### src/hdl/lscl_pkg.sv
`timescale 1ns / 1ps
// ----------------------------------------------------------------------------
// Line sensor calibrate and locate package
// Shared constants, phase codes and the lane control type.
// ----------------------------------------------------------------------------
package lscl_pkg;

  localparam int unsigned SensorsDef  = 6;
  localparam int unsigned TimeBitsDef = 16;
  localparam int unsigned FullScale   = 1000;
  localparam int unsigned ValBits     = 10;
  localparam int unsigned PosBits     = 13;
  localparam int unsigned ThrResetVal = 64;

  localparam logic [2:0] PhNotCal = 3'd0;
  localparam logic [2:0] PhStart  = 3'd1;
  localparam logic [2:0] PhCalib  = 3'd2;
  localparam logic [2:0] PhStop   = 3'd3;
  localparam logic [2:0] PhReady  = 3'd4;

  localparam logic [0:0] CfgThreshold = 1'd0;
  localparam logic [0:0] CfgWhiteLine = 1'd1;

  // Control from the sequencer to every lane.
  typedef struct packed {
    logic start;
    logic reset_span;
    logic track;
  } lane_ctrl_t;

endpackage

### src/hdl/lscl_div.sv
`timescale 1ns / 1ps
// ----------------------------------------------------------------------------
// Line sensor calibrate and locate divider
// Restoring unsigned divider, one quotient bit per cycle.
// ----------------------------------------------------------------------------
module lscl_div #(
  parameter int unsigned NumBits = 32,
  parameter int unsigned DenBits = 16
) (
  input  logic               clk_i,
  input  logic               rst_ni,
  input  logic               start_i,
  input  logic [NumBits-1:0] num_i,
  input  logic [DenBits-1:0] den_i,
  output logic               done_o,
  output logic [NumBits-1:0] quot_o
);
  localparam int unsigned CntBits = $clog2(NumBits + 1);

  logic [NumBits-1:0] quot_q, quot_d;
  logic [DenBits:0]   rem_q, rem_d;
  logic [DenBits-1:0] den_q, den_d;
  logic [CntBits-1:0] cnt_q, cnt_d;
  logic               busy_q, busy_d;
  logic               done_q, done_d;
  logic [DenBits:0]   trial;

  always_comb begin
    quot_d = quot_q;
    rem_d  = rem_q;
    den_d  = den_q;
    cnt_d  = cnt_q;
    busy_d = busy_q;
    done_d = 1'b0;
    trial  = {rem_q[DenBits-1:0], quot_q[NumBits-1]};
    if (start_i) begin
      quot_d = num_i;
      rem_d  = '0;
      den_d  = den_i;
      cnt_d  = CntBits'(NumBits);
      busy_d = 1'b1;
    end else if (busy_q) begin
      if (trial >= {1'b0, den_q}) begin
        rem_d = trial - {1'b0, den_q};
        quot_d = {quot_q[NumBits-2:0], 1'b1};
      end else begin
        rem_d = trial;
        quot_d = {quot_q[NumBits-2:0], 1'b0};
      end
      cnt_d = cnt_q - 1'b1;
      if (cnt_q == CntBits'(1)) begin
        busy_d = 1'b0;
        done_d = 1'b1;
      end
    end
  end

  always_ff @(posedge clk_i or negedge rst_ni) begin
    if (!rst_ni) begin
      busy_q <= 1'b0;
      done_q <= 1'b0;
      cnt_q  <= '0;
    end else begin
      busy_q <= busy_d;
      done_q <= done_d;
      cnt_q  <= cnt_d;
    end
  end

  always_ff @(posedge clk_i) begin
    quot_q <= quot_d;
    rem_q  <= rem_d;
    den_q  <= den_d;
  end

  assign done_o = done_q;
  assign quot_o = quot_q;
endmodule

### src/hdl/lscl_lane.sv
`timescale 1ns / 1ps
// ----------------------------------------------------------------------------
// Line sensor calibrate and locate lane
// Per-sensor min/max tracking and scaling with its own divider.
// ----------------------------------------------------------------------------
module lscl_lane #(
  parameter int unsigned TimeBits = 16
) (
  input  logic                 clk_i,
  input  logic                 rst_ni,
  input  lscl_pkg::lane_ctrl_t ctrl_i,
  input  logic [TimeBits-1:0]  raw_i,
  output logic                 done_o,
  output logic [9:0]           value_o
);
  import lscl_pkg::*;

  localparam int unsigned NumBits = TimeBits + ValBits;

  logic [TimeBits-1:0] min_q, min_d, max_q, max_d;
  logic [TimeBits-1:0] span;
  logic [NumBits-1:0]  num, quot;
  logic                zero_span, below;
  logic                zero_q, below_q;
  logic                div_done;
  logic                div_start;

  always_comb begin
    min_d = min_q;
    max_d = max_q;
    if (ctrl_i.reset_span) begin
      min_d = '1;
      max_d = '0;
    end else if (ctrl_i.track) begin
      if (raw_i < min_q) min_d = raw_i;
      if (raw_i > max_q) max_d = raw_i;
    end
  end

  // min <= max holds after calibration; span is non-negative.
  assign span      = max_q - min_q;
  assign zero_span = (max_q == min_q);
  assign below     = (raw_i <= min_q);
  assign num       = NumBits'(raw_i - min_q) * NumBits'(FullScale);
  assign div_start = ctrl_i.start && !zero_span && !below;

  lscl_div #(.NumBits(NumBits), .DenBits(TimeBits)) u_div (
    .clk_i  (clk_i),
    .rst_ni (rst_ni),
    .start_i(div_start),
    .num_i  (num),
    .den_i  (span),
    .done_o (div_done),
    .quot_o (quot)
  );

  always_ff @(posedge clk_i) begin
    min_q <= min_d;
    max_q <= max_d;
    if (ctrl_i.start) begin
      zero_q  <= zero_span || below;
      below_q <= below;
    end
  end

  logic short_q;
  always_ff @(posedge clk_i or negedge rst_ni) begin
    if (!rst_ni) short_q <= 1'b0;
    else short_q <= ctrl_i.start && (zero_span || below);
  end

  assign done_o  = div_done || short_q;
  assign value_o = (zero_q || below_q) ? '0 :
                   (quot > NumBits'(FullScale)) ? ValBits'(FullScale) : quot[ValBits-1:0];
endmodule

### config.mk
export PLATFORM = sky130hd
export DESIGN_NAME = lscl_lane
export DESIGN_NICKNAME = d
export VERILOG_FILES = /design/src/hdl/lscl_pkg.sv /design/src/hdl/lscl_div.sv /design/src/hdl/lscl_lane.sv
export SDC_FILE = /design/constraint.sdc
export NUM_CORES = 1
export LEC_CHECK = 0
export ABC_AREA = 1
export BUFFER_PORTS_ARGS = -buffer_cell sky130_fd_sc_hd__buf_2
export CELL_PAD_IN_SITES_DETAIL_PLACEMENT = 1
export CELL_PAD_IN_SITES_GLOBAL_PLACEMENT = 1
export CORE_ASPECT_RATIO = 0.9
export CORE_MARGIN = 1
export CORE_UTILIZATION = 44
export CTS_BUF_LIST = sky130_fd_sc_hd__clkbuf_8
export CTS_CLUSTER_SIZE = 16
export DETAILED_ROUTE_END_ITERATION = 12
export PLACE_DENSITY_LB_ADDON = 0.2
export SLEW_MARGIN = 0
export SYNTH_ARGS = -nofsm -noshare
export SYNTH_HDL_FRONTEND = slang
export SYNTH_SLANG_ARGS = --single-unit
### constraint.sdc
create_clock -name clk_i -period 5.3 [get_ports clk_i]
set_input_delay 1.06 -clock clk_i [delete_from_list [all_inputs] [get_ports clk_i]]
set_output_delay 1.06 -clock clk_i [all_outputs]
set_load 0.03 [all_outputs]
==> out/metrics.yaml, run 1 <==
synthesis:
  synthSimpleGateAreaFrac_pct: 24.5
  synth_top_cell_area_share_pct: 14.5
  yosysWarnings: 0
  synth_fa_ha_area_share_pct: 24.9
  synthArstFlopShare_pct: 8.00
  synth_edf_count: 41
  synth.largest_area_cell: "nand2_1"
  synth_seq_cells: 100
  syn_area_mm2: 0.00997
  syn_nets: 1536
  ys_seq_area_share_pct: 24.6
  synth_xor_area_share_pct: 5.14
  synthCells: 1350
  avgSynthCellArea_um2: 7.39
  synth_flop_cell: "dfxtp_1"
  synth_top_family_by_area: "adder cells"
  synth_compound_area_share_pct: 10.4
  ys_top_cells_by_area: "nand2_1 (14%), ha_1 (14%), edfxtp_1 (12%)"
  ys_types: 47
  synth_mux_area_share_pct: 0
die:
  die_h_um: 145
  die_w_um: 161
  rows: 51
  io_pins: 32
  die_area_mm2: 0.0233
  initial_utilization_pct: 45.4
  core_mm2: 0.0220
finish:
  layout_common_cells: "nand2_1 (346), inv_1 (209), buf_4 (187), ha_1 (82), nand3_1 (72)"
  diodes: 0
  stdcell_area_mm2: 0.0133
  final_nets: 1767
  drive_above_1_share_pct: 28.6
  syn_to_final_growth_pct: 33.0
  layout_commonest_cell: "nand2_1"
  fillers: 2735
  utilization_pct: 60.4
timing:
  skew_ps: 20.2
  setup_violations: 17
  fin_crit_ps: 6350
  fmax_mhz: 157
  setup_slack_ps: -1050
  rsz0062_at_grt: "yes"
  tightest_slew_ps: 669
  slew_headroom_pct: 55.3
  fin_crit_sh_pct: 120
  report.final.slew_viol_count: 0
  hold_viol_final: 0
setup_path:
  rr_worst_depth: 29
  critPathLaunchType: "input pin"
  crit_start: "raw_i[0]"
  crit_type: "in -> reg"
  critPathSlowestCell: "fa_2"
  crit_top_cell: "nand2_1"
  worstSetupEndpoint: "u_div.quot_o[25]"
  worstReg2RegStart: "min_q[1]"
  path_max_fanout: 4
  max_stage_delay_ps: 480
  worstReg2RegEnd: "u_div.quot_o[25]"
  required_ps: 5460
  r2r_setup_slack_ps: -720
  cp-end-kind: "flop"
  critPathArrivalTime_ps: 6510
detailed_routing:
  viasPerCell: 5.85
  ant_nets: 0
  first_iter_violations: 764
  drc: 0
  wirelength_um: 43800
  vias: 11000
  post_drt_wl_per_cell_um: 23.4
  first_pass_iters: 5
clock_network:
  cts_tree: "built"
  h-tree-depth: 3
  cts_root_buffer: "clkbuf_8"
  cts.sink_count: 100
  insertion_delay_ps: 410
  cts_made_buffers: 9
  clockBufferDepth: 2
  cts_hold_buf: 0
  clk_pin_slew_ps: 120
grt:
  grt_max_degree: 40
  grt_usage_pct: 32.9
  grt-ovfl-total: 0
  grt_pass1_vias: 11400
  grt_first_pass_wirelength_um: 59400
  antenna_found_initial: 2
placed_design:
  port_buffers: 31
  placed_cell_area_mm2: 0.0120
  gp_congestion: 0.929
  dp.final_hpwl_um: 25700
status:
  violations: "setup timing"
  status: "finished, violations left"
hold_path:
  hp-class: "in -> async"
flow_run:
  drv_cap: 0
-- synth_stat cells, types with 6 or more instances --
library cell,n
fa_1,56
nor2_1,70
a21o_1,11
dfrtp_1,8
nand2_1,385
clkbuf_1,6
ha_1,109
or2_2,9
xnor2_1,14
inv_2,6
nand3_1,78
o211ai_1,17
o21ai_0,42
dfxtp_1,51
o21bai_1,7
inv_1,236
nand2_2,7
xor2_1,39
edfxtp_1,41
nor3_1,10
nand4_1,8
a21oi_1,84
-- timing repair --
item,4_1_cts,5_1_grt
resized for setup,113,66
setup endpoints to repair,16,16
pin swaps,75,42
buffers inserted,26,18
-- final cells by class --
cell class | count | area, um2 | area share, %
Clock buffer | 9 | 124 | 0.934
Clock inverter | 7 | 65.1 | 0.490
Multi-Input combinational cell | 987 | 7520 | 56.7
Inverter | 244 | 930 | 7.01
Sequential cell | 100 | 2450 | 18.5
Tap cell | 291 | 364 | 2.74
Timing Repair Buffer | 239 | 1810 | 13.7
-- worst max-delay path, delay by kind of cell --
family,cells,cell delay [ps]
AO/OA/AOI/OAI,1,260
adder cells (fa/ha/maj),7,2690
buffers and inverters,9,940
AND/OR/NAND/NOR,11,1270
XOR/XNOR,1,250
-- stage by stage --
step           std cells  TNS, ps  hold WS [ps]  setup slack (ps)
6_report            1877   -11120           475             -1050
5_1_grt             1877   -12400           488             -1100
3_3_place_gp        1818   -10110           461              -803
4_1_cts             1859    -3870           475              -453
3_5_place_dp        1818   -14070           463             -1050
2_1_floorplan       1350    -4010           438              -429
-- flip-flops by register name, summed over array words and instances, names as in the netlist, 5 cells and up --
name	count
min_q	16
u_div.quot_o	26
u_div.den_q	16
u_div.rem_q	16
max_q	16
u_div.cnt_q	5
-- how the worst min path moves through the flow --
stage | startpoint | endpoint | slack (ps) | depth (start not counted)
after global placement | u_div.quot_o[0] | u_div.quot_o[0] | 460 | 2
after global routing | rst_ni | u_div.cnt_q[0] | 490 | 1
after detailed placement | u_div.quot_o[0] | u_div.quot_o[0] | 460 | 2
after CTS | rst_ni | u_div.done_o | 480 | 1
after floorplan | u_div.quot_o[0] | u_div.quot_o[0] | 440 | 2
final | rst_ni | u_div.cnt_q[0] | 480 | 1
-- layer usage --
layer | wire length [um] | track usage, % | vias to the layer above
li1 | - | - | 4754
met1 | 16600 | 37.2 | 5365
met2 | 21300 | 60.9 | 593
met3 | 2660 | 4.30 | 266
met4 | 3260 | 17.2 | 4
met5 | 28 | 0 | -
-- cell families (layout without fill, tap and decap cells) --
logic type,count (synthesis),after routing
buffers and inverters,263,499
xor gates and xnor gates,56,56
and+or+nand+nor,585,585
AOI/OAI and AO/OA,181,181
adders and majority gates,165,165
DFF,100,100
Power of run 1 is not shown: default switching activity piles up to over one toggle a cycle in this logic, so the estimate is an artifact.
==> inputs of run 2 (changes only) <==
==> constraint.sdc (replaced) <==
create_clock -name clk_i -period 5.2 [get_ports clk_i]
set_input_delay 1.04 -clock clk_i [delete_from_list [all_inputs] [get_ports clk_i]]
set_output_delay 1.04 -clock clk_i [all_outputs]
set_load 0.03 [all_outputs]
==> run 2 against run 1 <==
Compared with the run above:
- the run still ends with setup timing left
- critical path depth increased by 1
- die area stayed put
- via count shrank 2.2%
==> out/metrics.yaml, run 2 (synthesis gave the netlist of run 1 again) <==
detailed_routing:
  wirelength_um: 43900  # +0.12%
  vias: 10700  # -2.2%
  viasPerCell: 5.68  # -2.9%
  ant_nets: 0  # unchanged
  first_iter_violations: 657  # -14%
  drc: 0  # unchanged
  first_pass_iters: 5  # unchanged
  post_drt_wl_per_cell_um: 23.2  # -0.62%
status:
  status: "finished, violations left"
  violations: "setup timing"
flow_run:
  drv_cap: 0  # unchanged
timing:
  setup_slack_ps: -1010  # +44.1 ps
  rsz0062_at_grt: "yes"
  setup_violations: 17  # unchanged
  skew_ps: 23.5  # +3.25 ps
  fin_crit_sh_pct: 119
  report.final.slew_viol_count: 0  # unchanged
  tightest_slew_ps: 767  # +97.7 ps
  slew_headroom_pct: 48.4  # -6.9 points
  hold_viol_final: 0  # unchanged
  fin_crit_ps: 6210
  fmax_mhz: 161
placed_design:
  dp.final_hpwl_um: 25200  # -1.8%
  pre_cts_slack_ps: -1210  # -163 ps
  gp_congestion: 0.914  # -1.6%
  dp_cells: 1825  # +0.39%
  port_buffers: 31  # unchanged
setup_path:
  max_stage_delay_ps: 630  # +150 ps
  path_max_fanout: 4  # unchanged
  critPathLaunchType: "input pin"
  required_ps: 5370  # -90 ps
  critPathArrivalTime_ps: 6380  # -130 ps
  critPathSlowestCell: "fa_1"
  crit_type: "in -> reg"
  crit_top_cell: "nand2_2"
  cp-end-kind: "flop"
finish:
  syn_to_final_growth_pct: 34.4
  layout_common_cells: "nand2_1 (342), inv_1 (198), buf_4 (198), ha_1 (80), nand3_1 (70)"
  layout_commonest_cell: "nand2_1"
  final_nets: 1778  # +0.62%
  final_cells: 1891  # +0.75%
  drive_above_1_share_pct: 30.7  # +2.2 points
  fillers: 2719  # -0.59%
  largest_reg_flops: 26  # unchanged
die:
  die_w_um: 161  # unchanged
  initial_utilization_pct: 45.4  # unchanged
  io_pins: 32  # unchanged
  die_h_um: 145  # unchanged
  die_area_mm2: 0.0233  # unchanged
  core_mm2: 0.0220  # unchanged
  rows: 51  # unchanged
grt:
  grt_usage_pct: 32.2  # -0.71 points
  grt_first_pass_wirelength_um: 57900  # -2.5%
  grt-ovfl-total: 0  # unchanged
  antenna_found_initial: 4  # +2
  grt_max_degree: 40  # unchanged
  grt_pass1_vias: 10900  # -4.3%
clock_network:
  cts.sink_count: 100  # unchanged
  cts_made_buffers: 9  # unchanged
  h-tree-depth: 3  # unchanged
  cts_hold_buf: 0  # unchanged
  clockBufferDepth: 2  # unchanged
  clk_pin_slew_ps: 130  # about the same
  insertion_delay_ps: 400  # about the same
  cts_root_buffer: "clkbuf_8"
  cts_tree: "built"
hold_path:
  hp-class: "in -> async"
run 2: layout make-up:
cell class,instances,area [um2],share of cell area (%)
Multi-Input combinational cell,987,7570,56.5
Inverter,244,935,6.97
Clock buffer,9,124,0.924
Antenna cell,3,7.51,0.0560
Sequential cell,100,2450,18.3
Clock inverter,7,67.6,0.504
Timing Repair Buffer,250,1890,14.1
Tap cell,291,364,2.72
run 2: through the flow:
stage | instance area, um2 | TNS [ps] | utilization, % | hold WS (ps)
2_1_floorplan | 10400 | -5270 | - | 438
3_3_place_gp | 12100 | -11620 | 55.0 | 460
3_5_place_dp | 12100 | -15210 | 55.0 | 460
4_1_cts | 12900 | -4840 | 58.8 | 461
5_1_grt | 13400 | -13420 | 61.0 | 466
6_report | 13400 | -12080 | 61.1 | 462
run 2: path summary, 6_finish.rpt:
check	start	to	cells past startpoint	slack, ps
max	raw_i[0]	u_div.quot_o[22]	30	-1010
min	rst_ni	u_div.done_o	1	460
max reg2reg	min_q[0]	u_div.quot_o[22]	28	-710
min reg2reg	u_div.quot_o[0]	u_div.quot_o[0]	2	470
max in group asynchronous	rst_ni	u_div.cnt_q[3]	1	4570
min in group clk_i	u_div.quot_o[0]	u_div.quot_o[0]	2	470
run 2: metal layers:
layer	vias to the layer above	track usage (%)	wire (um)	part of all wire, %
li1	4777	-	-	-
met1	5242	36.4	16600	38
met2	476	59.3	21700	49
met3	245	5.64	2480	5.6
met4	4	14.8	3130	7.1
met5	-	0	27	0.062
run 2: worst max-delay path, delay by kind of cell:
family | cells | cell delay [ps]
AOI/OAI and AO/OA | 4 | 680
xor gates and xnor gates | 1 | 250
adders and majority gates | 7 | 2710
buffers and inverters | 7 | 480
and+or+nand+nor | 11 | 1190
run 2: timing repair:
action | in CTS | in global routing
buffers inserted | 33 | 17
gates resized for setup | 98 | 104
pin swaps | 58 | 88
setup endpoints to repair | 16 | 16
Power of run 2 is left out for the same reason.
==> inputs of run 3 (changes only) <==
--- a/config.mk
+++ b/config.mk
@@ -6,7 +6,7 @@
 export NUM_CORES = 1
 export LEC_CHECK = 0
 export ABC_AREA = 1
-export BUFFER_PORTS_ARGS = -buffer_cell sky130_fd_sc_hd__buf_2
+export BUFFER_PORTS_ARGS = -buffer_cell sky130_fd_sc_hd__clkbuf_2
 export CELL_PAD_IN_SITES_DETAIL_PLACEMENT = 1
 export CELL_PAD_IN_SITES_GLOBAL_PLACEMENT = 1
 export CORE_ASPECT_RATIO = 0.9
==> run 3 against run 2 <==
Compared with the run above:
- the flow still finishes with violations (setup timing)
- register-to-register slack worse by 600 ps
- non-clock buffer count down 6
- utilization fell by 0.17 points
- clock skew down 6.0 ps
- design area is 0.27% lower
- final cell count shrank 0.48%
- largest cell class unchanged
- highest routed layer unchanged
==> out/metrics.yaml, run 3 (synthesis gave the netlist of run 1 again) <==
timing:
  hold_viol_final: 0  # unchanged
  fin_crit_ps: 6880  # +669 ps
  fin_crit_sh_pct: 132  # +13 points
  rsz0062_at_grt: "yes"
  report.final.slew_viol_count: 0  # unchanged
  setup_violations: 16  # -1
  tns_ps: -14570  # -2490 ps
  slew_headroom_pct: 51.8  # +3.4 points
  setup_slack_ps: -1680  # -669 ps
  skew_ps: 17.5  # -6.00 ps
  tightest_slew_ps: 722  # -44.3 ps
  fmax_mhz: 145  # -9.7%
die:
  die_w_um: 161  # unchanged
  die_area_mm2: 0.0233  # unchanged
  die_h_um: 145  # unchanged
  core_mm2: 0.0220  # unchanged
  rows: 51  # unchanged
  io_pins: 32  # unchanged
  initial_utilization_pct: 45.4  # unchanged
detailed_routing:
  first_iter_violations: 843  # +28%
  first_pass_iters: 5  # unchanged
  viasPerCell: 5.84  # +2.7%
  ant_nets: 0  # unchanged
  wirelength_um: 46200  # +5.2%
  vias: 11000  # +2.3%
  post_drt_wl_per_cell_um: 24.5  # +5.7%
  drc: 0  # unchanged
clock_network:
  cts_tree: "built"
  clockBufferDepth: 2  # unchanged
  h-tree-depth: 3  # unchanged
  clk_pin_slew_ps: 120  # about the same
  cts.sink_count: 100  # unchanged
  cts_root_buffer: "clkbuf_8"
  cts_made_buffers: 9  # unchanged
  cts_hold_buf: 0  # unchanged
  insertion_delay_ps: 410  # about the same
finish:
  layout_common_cells: "nand2_1 (345), inv_1 (200), buf_4 (197), ha_1 (77), nand3_1 (71)"
  fillers: 2744  # +0.92%
  syn_to_final_growth_pct: 34.1
  final_nets: 1772  # -0.34%
  diodes: 0  # -3
  final_cells: 1882  # -0.48%
  drive_above_1_share_pct: 29.7  # -1.0 points
  layout_commonest_cell: "nand2_1"
  largest_reg_flops: 26  # unchanged
placed_design:
  port_buffers: 31  # unchanged
  dp_cells: 1830  # +0.27%
  dp.final_hpwl_um: 25800  # +2.4%
  gp_congestion: 0.916  # +0.19%
hold_path:
  hp-class: "in -> async"
setup_path:
  path_max_fanout: 4  # unchanged
  critPathArrivalTime_ps: 7030  # +650 ps
  required_ps: 5350  # -20 ps
  critPathSlowestCell: "fa_1"
  cp-end-kind: "flop"
  critPathLaunchType: "input pin"
  max_stage_delay_ps: 590  # -40 ps
  crit_type: "in -> reg"
grt:
  grt_first_pass_wirelength_um: 61000  # +5.3%
  grt_max_degree: 40  # unchanged
  antenna_found_initial: 2  # -2
  grt-ovfl-total: 0  # unchanged
  grt_pass1_vias: 11300  # +4.2%
  grt_usage_pct: 34.2  # +2.0 points
status:
  status: "finished, violations left"
  violations: "setup timing"
flow_run:
  drv_cap: 0  # unchanged
-- run 3: stage by stage --
| step | hold slack [ps] | instance area (um2) | worst slack [ps] | utilization [%] |
|---|---|---|---|---|
| 2_1_floorplan | 438 | 10400 | -509 | - |
| 3_3_place_gp | 460 | 12100 | -845 | 55.2 |
| 3_5_place_dp | 460 | 12100 | -1170 | 55.2 |
| 4_1_cts | 477 | 12900 | -467 | 58.8 |
| 5_1_grt | 474 | 13400 | -1690 | 60.9 |
| 6_report | 468 | 13400 | -1680 | 60.9 |
-- run 3: worst paths after layout --
| path | cells past startpoint | start | to | slack (ps) |
|---|---|---|---|---|
| worst max-delay path | 27 | raw_i[7] | u_div.quot_o[23] | -1680 |
| worst min-delay path | 1 | rst_ni | u_div.cnt_q[4] | 470 |
| worst max register to register | 27 | min_q[7] | u_div.quot_o[23] | -1310 |
| worst min register to register | 2 | u_div.quot_o[0] | u_div.quot_o[0] | 480 |
| max in group asynchronous | 1 | rst_ni | u_div.busy_q | 4550 |
| min in group clk_i | 2 | u_div.quot_o[0] | u_div.quot_o[0] | 480 |
-- run 3: layer usage --
metal | GRT usage, % | vias to the layer above | routed length (um)
li1 | - | 4767 | -
met1 | 38.7 | 5313 | 17400
met2 | 62.1 | 606 | 21800
met3 | 6.04 | 298 | 3160
met4 | 17.6 | 2 | 3870
met5 | 0 | - | 16
-- run 3: cell type report --
cell class                      count  area (um2)  share of cell area, %
Inverter                          244         932                   6.97
Tap cell                          291         364                   2.72
Timing Repair Buffer              244        1830                   13.7
Sequential cell                   100        2450                   18.3
Clock buffer                        9         124                  0.926
Multi-Input combinational cell    987        7590                   56.8
Clock inverter                      7        68.8                  0.515
-- run 3: critical path, delay by kind of cell --
family	cells	cell delay (ps)
xor+xnor	2	550
buf+inv	5	600
simple gates	15	2440
fa+ha+maj	5	2360
-- run 3: timing repair --
action,4_1_cts,5_1_grt
pin swaps,66,63
setup buffers,21,22
endpoints found under the hold margin,0,0
setup endpoints to repair,16,17
resized for setup,105,80
Power of run 3 is left out for the same reason.
