File: src/hdl/lscl_pkg.sv
`timescale 1ns / 1ps
// ----------------------------------------------------------------------------
// Line sensor calibrate and locate package
// Shared constants, phase codes and the lane control type.
// ----------------------------------------------------------------------------
package lscl_pkg;

  localparam int unsigned SensorsDef  = 6;
  localparam int unsigned TimeBitsDef = 16;
  localparam int unsigned FullScale   = 1000;
  localparam int unsigned ValBits     = 10;
  localparam int unsigned PosBits     = 13;
  localparam int unsigned ThrResetVal = 64;

  localparam logic [2:0] PhNotCal = 3'd0;
  localparam logic [2:0] PhStart  = 3'd1;
  localparam logic [2:0] PhCalib  = 3'd2;
  localparam logic [2:0] PhStop   = 3'd3;
  localparam logic [2:0] PhReady  = 3'd4;

  localparam logic [0:0] CfgThreshold = 1'd0;
  localparam logic [0:0] CfgWhiteLine = 1'd1;

  // Control from the sequencer to every lane.
  typedef struct packed {
    logic start;
    logic reset_span;
    logic track;
  } lane_ctrl_t;

endpackage

File: src/hdl/lscl_div.sv
`timescale 1ns / 1ps
// ----------------------------------------------------------------------------
// Line sensor calibrate and locate divider
// Restoring unsigned divider, one quotient bit per cycle.
// ----------------------------------------------------------------------------
module lscl_div #(
  parameter int unsigned NumBits = 32,
  parameter int unsigned DenBits = 16
) (
  input  logic               clk_i,
  input  logic               rst_ni,
  input  logic               start_i,
  input  logic [NumBits-1:0] num_i,
  input  logic [DenBits-1:0] den_i,
  output logic               done_o,
  output logic [NumBits-1:0] quot_o
);
  localparam int unsigned CntBits = $clog2(NumBits + 1);

  logic [NumBits-1:0] quot_q, quot_d;
  logic [DenBits:0]   rem_q, rem_d;
  logic [DenBits-1:0] den_q, den_d;
  logic [CntBits-1:0] cnt_q, cnt_d;
  logic               busy_q, busy_d;
  logic               done_q, done_d;
  logic [DenBits:0]   trial;

  always_comb begin
    quot_d = quot_q;
    rem_d  = rem_q;
    den_d  = den_q;
    cnt_d  = cnt_q;
    busy_d = busy_q;
    done_d = 1'b0;
    trial  = {rem_q[DenBits-1:0], quot_q[NumBits-1]};
    if (start_i) begin
      quot_d = num_i;
      rem_d  = '0;
      den_d  = den_i;
      cnt_d  = CntBits'(NumBits);
      busy_d = 1'b1;
    end else if (busy_q) begin
      if (trial >= {1'b0, den_q}) begin
        rem_d = trial - {1'b0, den_q};
        quot_d = {quot_q[NumBits-2:0], 1'b1};
      end else begin
        rem_d = trial;
        quot_d = {quot_q[NumBits-2:0], 1'b0};
      end
      cnt_d = cnt_q - 1'b1;
      if (cnt_q == CntBits'(1)) begin
        busy_d = 1'b0;
        done_d = 1'b1;
      end
    end
  end

  always_ff @(posedge clk_i or negedge rst_ni) begin
    if (!rst_ni) begin
      busy_q <= 1'b0;
      done_q <= 1'b0;
      cnt_q  <= '0;
    end else begin
      busy_q <= busy_d;
      done_q <= done_d;
      cnt_q  <= cnt_d;
    end
  end

  always_ff @(posedge clk_i) begin
    quot_q <= quot_d;
    rem_q  <= rem_d;
    den_q  <= den_d;
  end

  assign done_o = done_q;
  assign quot_o = quot_q;
endmodule

File: src/hdl/lscl_merge.sv
`timescale 1ns / 1ps
// ----------------------------------------------------------------------------
// Line sensor calibrate and locate merge
// Weighted average of the lane values, one lane a cycle, then one division.
// ----------------------------------------------------------------------------
module lscl_merge #(
  parameter int unsigned Sensors = 6
) (
  input  logic                    clk_i,
  input  logic                    rst_ni,
  input  logic                    start_i,
  input  logic [Sensors-1:0][9:0] values_i,
  input  logic [9:0]              threshold_i,
  input  logic                    white_i,
  output logic                    done_o,
  output logic [12:0]             pos_o
);
  import lscl_pkg::*;

  localparam int unsigned IdxBits = $clog2(Sensors + 1);
  localparam int unsigned TotBits = $clog2(Sensors * FullScale + 1);
  localparam int unsigned WBits   = $clog2(Sensors * Sensors * FullScale * FullScale + 1);

  logic [IdxBits-1:0] idx_q, idx_d;
  logic [IdxBits-1:0] lane_idx;
  logic               acc_q, acc_d;
  logic [TotBits-1:0] tot_q, tot_d;
  logic [WBits-1:0]   wsum_q, wsum_d;
  logic [IdxBits+ValBits-1:0] weight_q, weight_d;
  logic [9:0]         v, w;
  logic               div_start, div_done, empty_q;
  logic [WBits-1:0]   quot;

  assign lane_idx = idx_q;

  always_comb begin
    idx_d     = idx_q;
    acc_d     = acc_q;
    tot_d     = tot_q;
    wsum_d    = wsum_q;
    weight_d  = weight_q;
    div_start = 1'b0;
    v = values_i[lane_idx[$clog2(Sensors)-1:0]];
    w = white_i ? ValBits'(FullScale) - v : v;
    if (start_i) begin
      idx_d    = '0;
      acc_d    = 1'b1;
      tot_d    = '0;
      wsum_d   = '0;
      weight_d = (IdxBits + ValBits)'(FullScale);
    end else if (acc_q) begin
      if (w > threshold_i) begin
        tot_d  = tot_q + TotBits'(w);
        wsum_d = wsum_q + WBits'(w) * WBits'(weight_q);
      end
      weight_d = weight_q + (IdxBits + ValBits)'(FullScale);
      idx_d    = idx_q + 1'b1;
      if (idx_q == IdxBits'(Sensors - 1)) begin
        acc_d     = 1'b0;
        div_start = 1'b1;
      end
    end
  end

  lscl_div #(.NumBits(WBits), .DenBits(TotBits)) u_div (
    .clk_i  (clk_i),
    .rst_ni (rst_ni),
    .start_i(div_start),
    .num_i  (wsum_d),
    .den_i  (tot_d),
    .done_o (div_done),
    .quot_o (quot)
  );

  always_ff @(posedge clk_i or negedge rst_ni) begin
    if (!rst_ni) begin
      idx_q <= '0;
      acc_q <= 1'b0;
    end else begin
      idx_q <= idx_d;
      acc_q <= acc_d;
    end
  end

  always_ff @(posedge clk_i) begin
    tot_q    <= tot_d;
    wsum_q   <= wsum_d;
    weight_q <= weight_d;
    if (div_start) empty_q <= (tot_d == '0);
  end

  assign done_o = div_done;
  assign pos_o  = empty_q ? '0 : quot[PosBits-1:0];
endmodule

File: config.mk
export PLATFORM = sky130hd
export DESIGN_NAME = lscl_merge
export DESIGN_NICKNAME = d
export VERILOG_FILES = /design/src/hdl/lscl_pkg.sv /design/src/hdl/lscl_div.sv /design/src/hdl/lscl_merge.sv
export SDC_FILE = /design/constraint.sdc
export NUM_CORES = 1
export LEC_CHECK = 0
export BUFFER_PORTS_ARGS = -buffer_cell sky130_fd_sc_hd__buf_2
export CORE_MARGIN = 2
export CORE_UTILIZATION = 50
export CTS_CLUSTER_SIZE = 14
export DETAILED_ROUTE_END_ITERATION = 8
export PLACE_DENSITY = 0.79
export SLEW_MARGIN = 20
export SYNTH_ARGS = -nofsm -noshare
export SYNTH_HDL_FRONTEND = slang
export SYNTH_HIERARCHICAL = 1
export SYNTH_SLANG_ARGS = --single-unit
export TNS_END_PERCENT = 50
File: constraint.sdc
create_clock -name clk_i -period 8.5 [get_ports clk_i]
set_input_delay 1.275 -clock clk_i [delete_from_list [all_inputs] [get_ports clk_i]]
set_output_delay 1.275 -clock clk_i [all_outputs]
set_load 0.1 [all_outputs]
==> results.json, run 1 <==
{
  "status": "finished clean",
  "synth-main-ff-cell": "dfxtp_1",
  "crit_top_cell": "fa_1",
  "die_x_microns": 151,
  "ios": 88,
  "place_inst": 1526,
  "maxCapViolCount": 0,
  "path_clk_slew_ns": 0.06,
  "whs_path_depth": 1,
  "place.gp.congestion": 0.893,
  "vias": 8635,
  "post-route-util": 0.577,
  "cts-root-buf": "clkbuf_16",
  "slew_headroom": 0.313,
  "syn_nets": 1452,
  "grt-ovfl-total": 0,
  "grt_setup_unrepaired": "no",
  "nets": 1528,
  "drt_iter0_markers": 470,
  "worstPathArrival_ns": 8.34,
  "crit_path_end_kind": "flip-flop",
  "ctsHoldBuffers": 0,
  "hold_slack_ns": 0.460,
  "drc": 0,
  "setup_viol": 0,
  "finalClockSkew_ns": 0.0137,
  "dr.pass1.iters": 5,
  "antenna_found_initial": 0,
  "synth_cell_type_count": 81,
  "yosysWarnings": 6,
  "dp_hpwl_mm": 18.9,
  "synth_seq_cells": 113,
  "grt_max_degree": 55,
  "cts-buffers-inserted": 17,
  "io_buffer_count": 87,
  "track_usage": 0.237,
  "die_area_sq_um": 22900,
  "antenna_cells": 0,
  "cts_max_level": 4,
  "drive_gt1_frac": 0.168,
  "cp-start-kind": "input port",
  "syn_avg_cell_area_sq_um": 9.09,
  "area_growth_syn_to_layout_pct": 12.5,
  "initial_core_util": 0.513,
  "num-fill-cells": 1817,
  "finalNonFillerCells": 1559,
  "cp_max_fo": 8,
  "cts_tree": "built",
  "ys_seq_area_frac": 0.250,
  "rows": 53,
  "tns_ns": 0,
  "grt_pass1_vias": 9104,
  "worst_slew_pin_slew_ns": 1.03,
  "fin_crit_sh": 0.961,
  "finalCriticalPeriod_ns": 8.16,
  "synth-edff-count": 40,
  "finalMaxSlewViolations": 0,
  "rr_worst_depth": 30,
  "clockBufferDepth": 2,
  "die_h_microns": 151,
  "antenna_left": 0,
  "clock_sinks": 113,
  "hold_violations": 0,
  "synth.cell_area_sq_um": 10900,
  "hold_class": "reg2reg",
  "worstSetupPathType": "in2reg",
  "critPathRequiredTime_ns": 8.68,
  "synth-async-reset-ratio": 0.0973,
  "vias_per_cell": 5.54,
  "cpPeakStageDelay_ns": 0.56,
  "postSynthCellCount": 1195,
  "routedWlPerCell_microns": 16.2,
  "clk_latency_ns": 0.43,
  "coreArea_sq_um": 21200,
  "grt_pass1_wl_mm": 42.6,
  "crit_slowest_cell": "fa_1",
  "drt-total-wl_mm": 25.3,
  "fmax_mhz": 122
}
-- final cells by class --
type | count | area (sq um) | area share
well taps | 275 | 344 | 0.0282
clock inverters | 12 | 153 | 0.0125
multi-input cells | 849 | 7230 | 0.592
repair buffers | 114 | 638 | 0.0523
inverters | 176 | 661 | 0.0541
flip-flops and latches | 113 | 2720 | 0.223
clock buffers | 20 | 468 | 0.0383
-- sequential cells by signal, indices dropped and copies added (netlist names) --
| register | cells |
|---|---|
| u_div/rem_q | 13 |
| u_div/cnt_q | 5 |
| u_div/done_o | 1 |
| u_div/quot_o | 26 |
| u_div/busy_q | 1 |
| tot_q | 13 |
| idx_q | 3 |
| acc_q | 1 |
| u_div/den_q | 13 |
| weight_q | 10 |
| empty_q | 1 |
| wsum_q | 26 |
-- synthesized netlist by cell type (all sizes together) (12+ instances only) --
| library cell | count | area [sq um] |
|---|---|---|
| dfxtp | 62 | 1240 |
| xor2 | 17 | 149 |
| nor2 | 64 | 248 |
| mux2i | 16 | 160 |
| xnor2 | 32 | 280 |
| fa | 84 | 1680 |
| inv | 175 | 657 |
| nand2b | 12 | 75.1 |
| ha | 99 | 1240 |
| nand2 | 128 | 480 |
| edfxtp | 40 | 1200 |
| nor2b | 38 | 238 |
| a21o | 21 | 158 |
| nand3 | 28 | 145 |
| clkbuf | 35 | 155 |
| and2 | 38 | 238 |
| a311oi | 13 | 126 |
| nor3 | 14 | 70.1 |
| mux2 | 28 | 319 |
| a21oi | 67 | 343 |
| buf | 22 | 131 |
| o21ai | 38 | 190 |
-- critical path, delay by kind of cell --
family	cells	cell delay [ns]
compound gates	5	0.75
buf+inv	6	0.55
simple gates	9	1.51
xor+xnor	1	0.25
fa+ha+maj	7	3.24
mux	2	0.73
-- metrics by stage --
step / setup WS (ns) / instance area (sq um)
floorplan: 0.397 / 10900
detailed placement: -0.125 / 11500
finish: 0.336 / 12200
global placement: 0.00422 / 11500
CTS: 0.263 / 12200
global route: 0.00924 / 12200
-- path summary, 6_finish.rpt --
path                                       from                    endpoint  slack [ns]
setup / recovery                   values_i[31]  u_div/quot_o[24]$_DFFE_PP_        0.34
hold / removal                wsum_q[2]$_DFF_P_           wsum_q[2]$_DFF_P_        0.46
setup reg to reg           idx_q[0]$_DFFE_PN0P_  u_div/quot_o[24]$_DFFE_PP_        0.45
hold reg to reg               wsum_q[2]$_DFF_P_           wsum_q[2]$_DFF_P_        0.46
max in group asynchronous                rst_ni      u_div/busy_q$_DFF_PN0_        7.54
min in group asynchronous                rst_ni        idx_q[1]$_DFFE_PN0P_        0.72
-- cells in the final DEF (no fill, tap or decap), drive strengths merged, types with 16 or more instances in the layout --
cell type,Yosys,layout
a21o,21,21
a21oi,67,67
and2,38,38
buf,22,114
clkbuf,35,20
dfxtp,62,62
edfxtp,40,40
fa,84,84
ha,99,99
inv,175,177
mux2,28,28
mux2i,16,16
nand2,128,128
nand3,28,28
nor2,64,64
nor2b,38,38
o21ai,38,38
xnor2,32,32
xor2,17,17
-- cell families after synthesis --
| logic type | Yosys count | share of synthesized area |
|---|---|---|
| mux | 54 | 0.0649 |
| simple gates | 366 | 0.169 |
| fa+ha+maj | 183 | 0.269 |
| buf+inv | 233 | 0.0872 |
| flops | 113 | 0.250 |
| xor+xnor | 49 | 0.0395 |
| compound gates | 197 | 0.120 |
-- timing repair --
action                     in CTS  in global routing
gates resized for setup         0                  6
setup buffers                   0                  1
setup endpoints to repair       0                  6
-- per-layer routing --
metal,up-vias,part of all wire,track usage
li1,4142,-,-
met1,4223,0.41,0.279
met2,219,0.51,0.429
met3,51,0.045,0.0422
met4,0,0.028,0.0935
met5,-,0,0
Power of run 1 is not shown: default switching activity piles up to over one toggle a cycle in this logic, so the estimate is an artifact.
==> inputs of run 2 (changes only) <==
--- a/config.mk
+++ b/config.mk
@@ -10,7 +10,7 @@
 export CORE_UTILIZATION = 50
 export CTS_CLUSTER_SIZE = 14
 export DETAILED_ROUTE_END_ITERATION = 8
-export PLACE_DENSITY = 0.79
+export PLACE_DENSITY = 0.68
 export SLEW_MARGIN = 20
 export SYNTH_ARGS = -nofsm -noshare
 export SYNTH_HDL_FRONTEND = slang
==> run 2 against run 1 <==
Compared with the run above:
- utilization up 0.26 points
- non-clock buffer count grew 13
- design area is 0.45% higher
- global-route usage decreased by 0.18 points
- routed wire length is 0.84% lower
- sequential cell count did not move
- critical path type unchanged
- first-iteration DRC count decreased by 5.1%
- clock skew shrank 0.0016 ns
- worst hold slack better by 0.0018 ns
==> results.json, run 2 (synthesis gave the netlist of run 1 again) <==
{
  "status": "finished clean",
  "cp-start-kind": "input port",
  "setup_viol": 0,
  "post-route-util": 0.580,
  "fmax_mhz": 124,
  "place_ws_ns": -0.156,
  "cts-buffers-inserted": 17,
  "tns_ns": 0,
  "clock_sinks": 113,
  "place.gp.congestion": 0.864,
  "area_growth_syn_to_layout_pct": 13.0,
  "vias": 8492,
  "drc": 0,
  "cpPeakStageDelay_ns": 0.58,
  "grt_pass1_vias": 8673,
  "finalCriticalPeriod_ns": 8.10,
  "vias_per_cell": 5.40,
  "cp_max_fo": 6,
  "io_buffer_count": 87,
  "path_clk_slew_ns": 0.05,
  "coreArea_sq_um": 21200,
  "hold_class": "reg2reg",
  "nets": 1541,
  "fin_crit_sh": 0.953,
  "ios": 88,
  "cts_max_level": 4,
  "worstSetupPathType": "in2reg",
  "grt_pass1_wl_mm": 42.6,
  "slew_headroom": 0.310,
  "maxCapViolCount": 0,
  "track_usage": 0.235,
  "clockBufferDepth": 2,
  "cts-root-buf": "clkbuf_16",
  "grt_max_degree": 55,
  "crit_path_end_kind": "flip-flop",
  "setup_slack_ns": 0.403,
  "grt_setup_unrepaired": "no",
  "drt_iter0_markers": 446,
  "final_cell_mix": "174 x inv_1, 127 x nand2_1, 99 x ha_1",
  "initial_core_util": 0.513,
  "rows": 53,
  "dr.pass1.iters": 4,
  "finalMaxSlewViolations": 0,
  "antenna_left": 0,
  "die_x_microns": 151,
  "antenna_cells": 0,
  "cts_tree": "built",
  "crit_top_cell": "fa_1",
  "drive_gt1_frac": 0.175,
  "drt-total-wl_mm": 25.1,
  "grt-ovfl-total": 0,
  "worstPathArrival_ns": 8.25,
  "critPathRequiredTime_ns": 8.66,
  "die_h_microns": 151,
  "die_area_sq_um": 22900,
  "crit_slowest_cell": "fa_1",
  "hold_violations": 0,
  "finalClockSkew_ns": 0.0121,
  "antenna_found_initial": 0,
  "routedWlPerCell_microns": 15.9,
  "dp_hpwl_mm": 18.8,
  "worst_slew_pin_slew_ns": 1.04,
  "clk_latency_ns": 0.41,
  "final_common_cell": "inv_1",
  "num-fill-cells": 1881
}
[run 2: per-layer routing]
layer  vias to the layer above  GRT usage  share of wire  routed length, microns
met1                      4081      0.324           0.48                   12000
li1                       4185          -              -                       -
met3                        25     0.0349          0.039                     976
met5                         -          0              0                       0
met2                       201      0.391           0.47                   11700
met4                         0     0.0598          0.014                     363
[run 2: area by class of cell]
type / count / area (sq um) / share of cell area
repair buffers: 127 / 736 / 0.0600
clock inverters: 7 / 43.8 / 0.00357
flip-flops and latches: 113 / 2720 / 0.222
multi-input cells: 849 / 7230 / 0.589
inverters: 176 / 661 / 0.0539
well taps: 275 / 344 / 0.0280
clock buffers: 25 / 538 / 0.0439
[run 2: critical path, delay by kind of cell]
family	cells	cell delay, ns
adder cells (fa/ha/maj)	7	3.17
AND/OR/NAND/NOR	9	1.45
multiplexers	2	0.73
AO/OA/AOI/OAI	5	0.72
buffers and inverters	6	0.56
XOR/XNOR	1	0.33
[run 2: final timing paths]
check                      slack, ns  cells after the start                         end                 start
setup / recovery                0.40                     30  u_div/quot_o[24]$_DFFE_PP_          values_i[31]
hold / removal                  0.46                      1           wsum_q[1]$_DFF_P_     wsum_q[1]$_DFF_P_
setup reg to reg                0.53                     28  u_div/quot_o[24]$_DFFE_PP_  idx_q[1]$_DFFE_PN0P_
hold reg to reg                 0.46                      1           wsum_q[1]$_DFF_P_     wsum_q[1]$_DFF_P_
max in group asynchronous       7.54                      1  u_div/cnt_q[2]$_DFFE_PN0P_                rst_ni
min in group asynchronous       0.73                      1             acc_q$_DFF_PN0_                rst_ni
[run 2: per-stage QoR]
step                      hold WS [ns]  cells  cell area [sq um]
final                            0.462   1572              12300
after detailed placement         0.455   1540              11700
after CTS                        0.462   1572              12200
after global routing             0.484   1572              12300
after floorplan                  0.444   1195              10900
after global placement           0.453   1540              11700
[run 2: timing repair]
item                                    in CTS  in global routing
gates resized for setup                      0                  4
hold buffers                                 0                  0
endpoints found under the setup margin       0                  4
buffers inserted                             0                  0
endpoints found under the hold margin        0                  0
Power of run 2 is left out for the same reason.
==> inputs of run 3 (changes only) <==
--- a/config.mk
+++ b/config.mk
@@ -14,6 +14,5 @@
 export SLEW_MARGIN = 20
 export SYNTH_ARGS = -nofsm -noshare
 export SYNTH_HDL_FRONTEND = slang
-export SYNTH_HIERARCHICAL = 1
 export SYNTH_SLANG_ARGS = --single-unit
 export TNS_END_PERCENT = 50
==> run 3 against run 2 <==
Compared with the run above:
- clock-buffer cell count fell by 7
- design area fell by 1.3%
- critical endpoint is now u_div.quot_o[17]$_DFFE_PP_
- via count fell by 2.0%
- worst setup slack improved by 0.066 ns
- critical path type unchanged
- die area rose by 0.36%
- first-iteration DRC count rose by 20%
- non-clock buffer count fell by 24
- routed wire length fell by 2.0%
- global-route usage fell by 0.70 points
==> results.json, run 3 <==
{
  "finalCriticalPeriod_ns": 8.03,
  "cts-buffers-inserted": 17,
  "worstPathArrival_ns": 8.17,
  "cts-resized-gates": 0,
  "synth.cell_area_sq_um": 10900,
  "vias_per_cell": 5.30,
  "initial_core_util": 0.504,
  "r2r_slack_ns": 0.63,
  "final_area_sq_um": 12100,
  "grt_pass1_wl_mm": 41.0,
  "final_common_cell": "inv_1",
  "antenna_found_initial": 0,
  "whs_path_depth": 1,
  "track_usage": 0.228,
  "vias": 8322,
  "maxCapViolCount": 0,
  "ctsHoldBuffers": 0,
  "cts_tree": "built",
  "final_cell_mix": "180 x inv_1, 131 x nand2_1, 99 x ha_1",
  "syn_avg_cell_area_sq_um": 9.02,
  "clockBufferDepth": 2,
  "synth_seq_cells": 113,
  "synth-async-reset-ratio": 0.0973,
  "path_clk_slew_ns": 0.05,
  "coreArea_sq_um": 21600,
  "drt_iter0_markers": 533,
  "io_buffer_count": 87,
  "synthTopCellsByCount": "180 x inv_1, 131 x nand2_1, 99 x ha_1",
  "dr.pass1.iters": 5,
  "clk_latency_ns": 0.42,
  "hold_start": "wsum_q[1]$_DFF_P_",
  "yosys.area.top_type": "fa_1",
  "routedWlPerCell_microns": 15.7,
  "slew_headroom": 0.317,
  "cp-start-kind": "input port",
  "multi_input_area_sq_um": 7240,
  "antenna_cells": 0,
  "regArea_sq_um": 2720,
  "post-route-util": 0.560,
  "fin_crit_sh": 0.945,
  "synthTopCellsByArea": "fa_1 15%, dfxtp_1 11%, ha_1 11%",
  "yosysMostFrequentCell": "inv_1",
  "grt_setup_unrepaired": "no",
  "ys_seq_area_frac": 0.249,
  "clock_sinks": 113,
  "rr_worst_depth": 27,
  "antenna_left": 0,
  "hold_class": "reg2reg",
  "grt-ovfl-total": 0,
  "status": "finished clean",
  "setup_viol": 0,
  "drc": 0,
  "fmax_mhz": 125,
  "dpl-instance-area_sq_um": 11500,
  "post_cts_buffers": 0,
  "hold_violations": 0,
  "dp_hpwl_mm": 18.9,
  "grt_max_degree": 55,
  "rr_startpoint": "idx_q[0]$_DFFE_PN0P_",
  "met1_usage": 0.329,
  "finalClockSkew_ns": 0.0122,
  "worstSetupPathType": "in2reg",
  "finalMaxSlewViolations": 0,
  "drive_gt1_frac": 0.145,
  "yosysWarnings": 0,
  "tns_ns": 0,
  "num-fill-cells": 1949,
  "synth_cell_type_count": 82,
  "ios": 88,
  "worst_slew_pin_slew_ns": 1.02,
  "grt.met2_usage": 0.363,
  "synth-main-ff-cell": "dfxtp_1",
  "die_h_microns": 152,
  "die_x_microns": 152,
  "rows": 54,
  "cts_max_level": 4,
  "critPathRequiredTime_ns": 8.64,
  "place.gp.congestion": 0.883,
  "yosys.area.top_type_share": 0.154,
  "reg2reg_to": "u_div.quot_o[25]$_DFFE_PP_",
  "crit_path_end_kind": "flip-flop",
  "cp_max_fo": 11,
  "min_to": "wsum_q[1]$_DFF_P_",
  "busiest_layer": "met2",
  "syn_nets": 1465,
  "grt_pass1_vias": 8072,
  "drt-total-wl_mm": 24.6,
  "area_growth_syn_to_layout_pct": 11.2,
  "synth-edff-count": 40,
  "postSynthCellCount": 1208,
  "cts-root-buf": "clkbuf_16",
  "globalRouteMet3Util": 0.0359,
  "nets": 1533,
  "die_area_sq_um": 23000
}
run 3: cell count changes in the layout (fill, tap and decap cells not counted), moves of 7 or more:
cell / delta
buf_4: -24
mux2_2: -20
nor2_1: +17
nand3_1: -16
o21ai_0: +15
a311oi_1: -11
nor3_1: +9
a22o_1: +8
nor2b_1: -8
mux2i_1: +7
nor2b_2: +7
o21ai_1: -7
xor2_1: +7
run 3: worst max path at each step:
| stage | to | cells after the start | startpoint | slack (ns) |
|---|---|---|---|---|
| finish | u_div.quot_o[17]$_DFFE_PP_ | 26 | values_i[0] | 0.47 |
| global route | u_div.quot_o[25]$_DFFE_PP_ | 28 | values_i[0] | 0.03 |
| CTS | u_div.quot_o[25]$_DFFE_PP_ | 26 | values_i[0] | 0.50 |
| detailed placement | u_div.quot_o[25]$_DFFE_PP_ | 26 | values_i[0] | 0.02 |
| global placement | u_div.quot_o[25]$_DFFE_PP_ | 26 | values_i[0] | 0.19 |
| floorplan | u_div.quot_o[25]$_DFFE_PP_ | 26 | values_i[30] | 0.74 |
run 3: through the flow:
stage	hold WS, ns	std cells	setup slack [ns]
6_report	0.468	1569	0.469
5_1_grt	0.474	1569	0.0270
4_1_cts	0.468	1569	0.499
3_5_place_dp	0.459	1537	0.0215
3_3_place_gp	0.451	1537	0.185
2_1_floorplan	0.439	1208	0.739
run 3: kinds of logic after synthesis:
group                      count (synthesis)  share of synthesized area
AOI/OAI and AO/OA                        205                      0.126
DFF                                      113                      0.249
buffers and inverters                    235                     0.0865
and+or+nand+nor                          382                      0.178
xor gates and xnor gates                  50                     0.0416
muxes                                     40                     0.0511
adders and majority gates                183                      0.268
run 3: metal layers:
layer  vias up  share of wire
met2       224           0.45
li1       4156              -
met3        18          0.044
met1      3924           0.50
met4         0          0.011
met5         -              0
run 3: cell type report:
cell class	instances	area share
Clock buffer	18	0.0354
Tap cell	280	0.0289
Multi-Input combinational cell	860	0.598
Sequential cell	113	0.224
Clock inverter	14	0.0117
Inverter	181	0.0561
Timing Repair Buffer	103	0.0459
run 3: critical path: stages:
cell,delay (ns)
buf_2,0.10
mux4_2,0.45
a21oi_2,0.22
inv_2,0.08
a2111oi_4,0.32
o211a_4,0.23
nor2_1,0.07
xnor2_2,0.46
nand2b_1,0.20
fa_1,0.45
fa_1,0.55
inv_1,0.06
fa_1,0.50
fa_1,0.54
inv_1,0.05
fa_1,0.53
inv_1,0.04
ha_1,0.32
nand3_1,0.11
nor3_1,0.35
nor2_1,0.11
o311ai_1,0.47
xnor2_1,0.17
nor2_1,0.05
a21oi_1,0.28
o21ai_0,0.15
Power of run 3 is left out for the same reason.
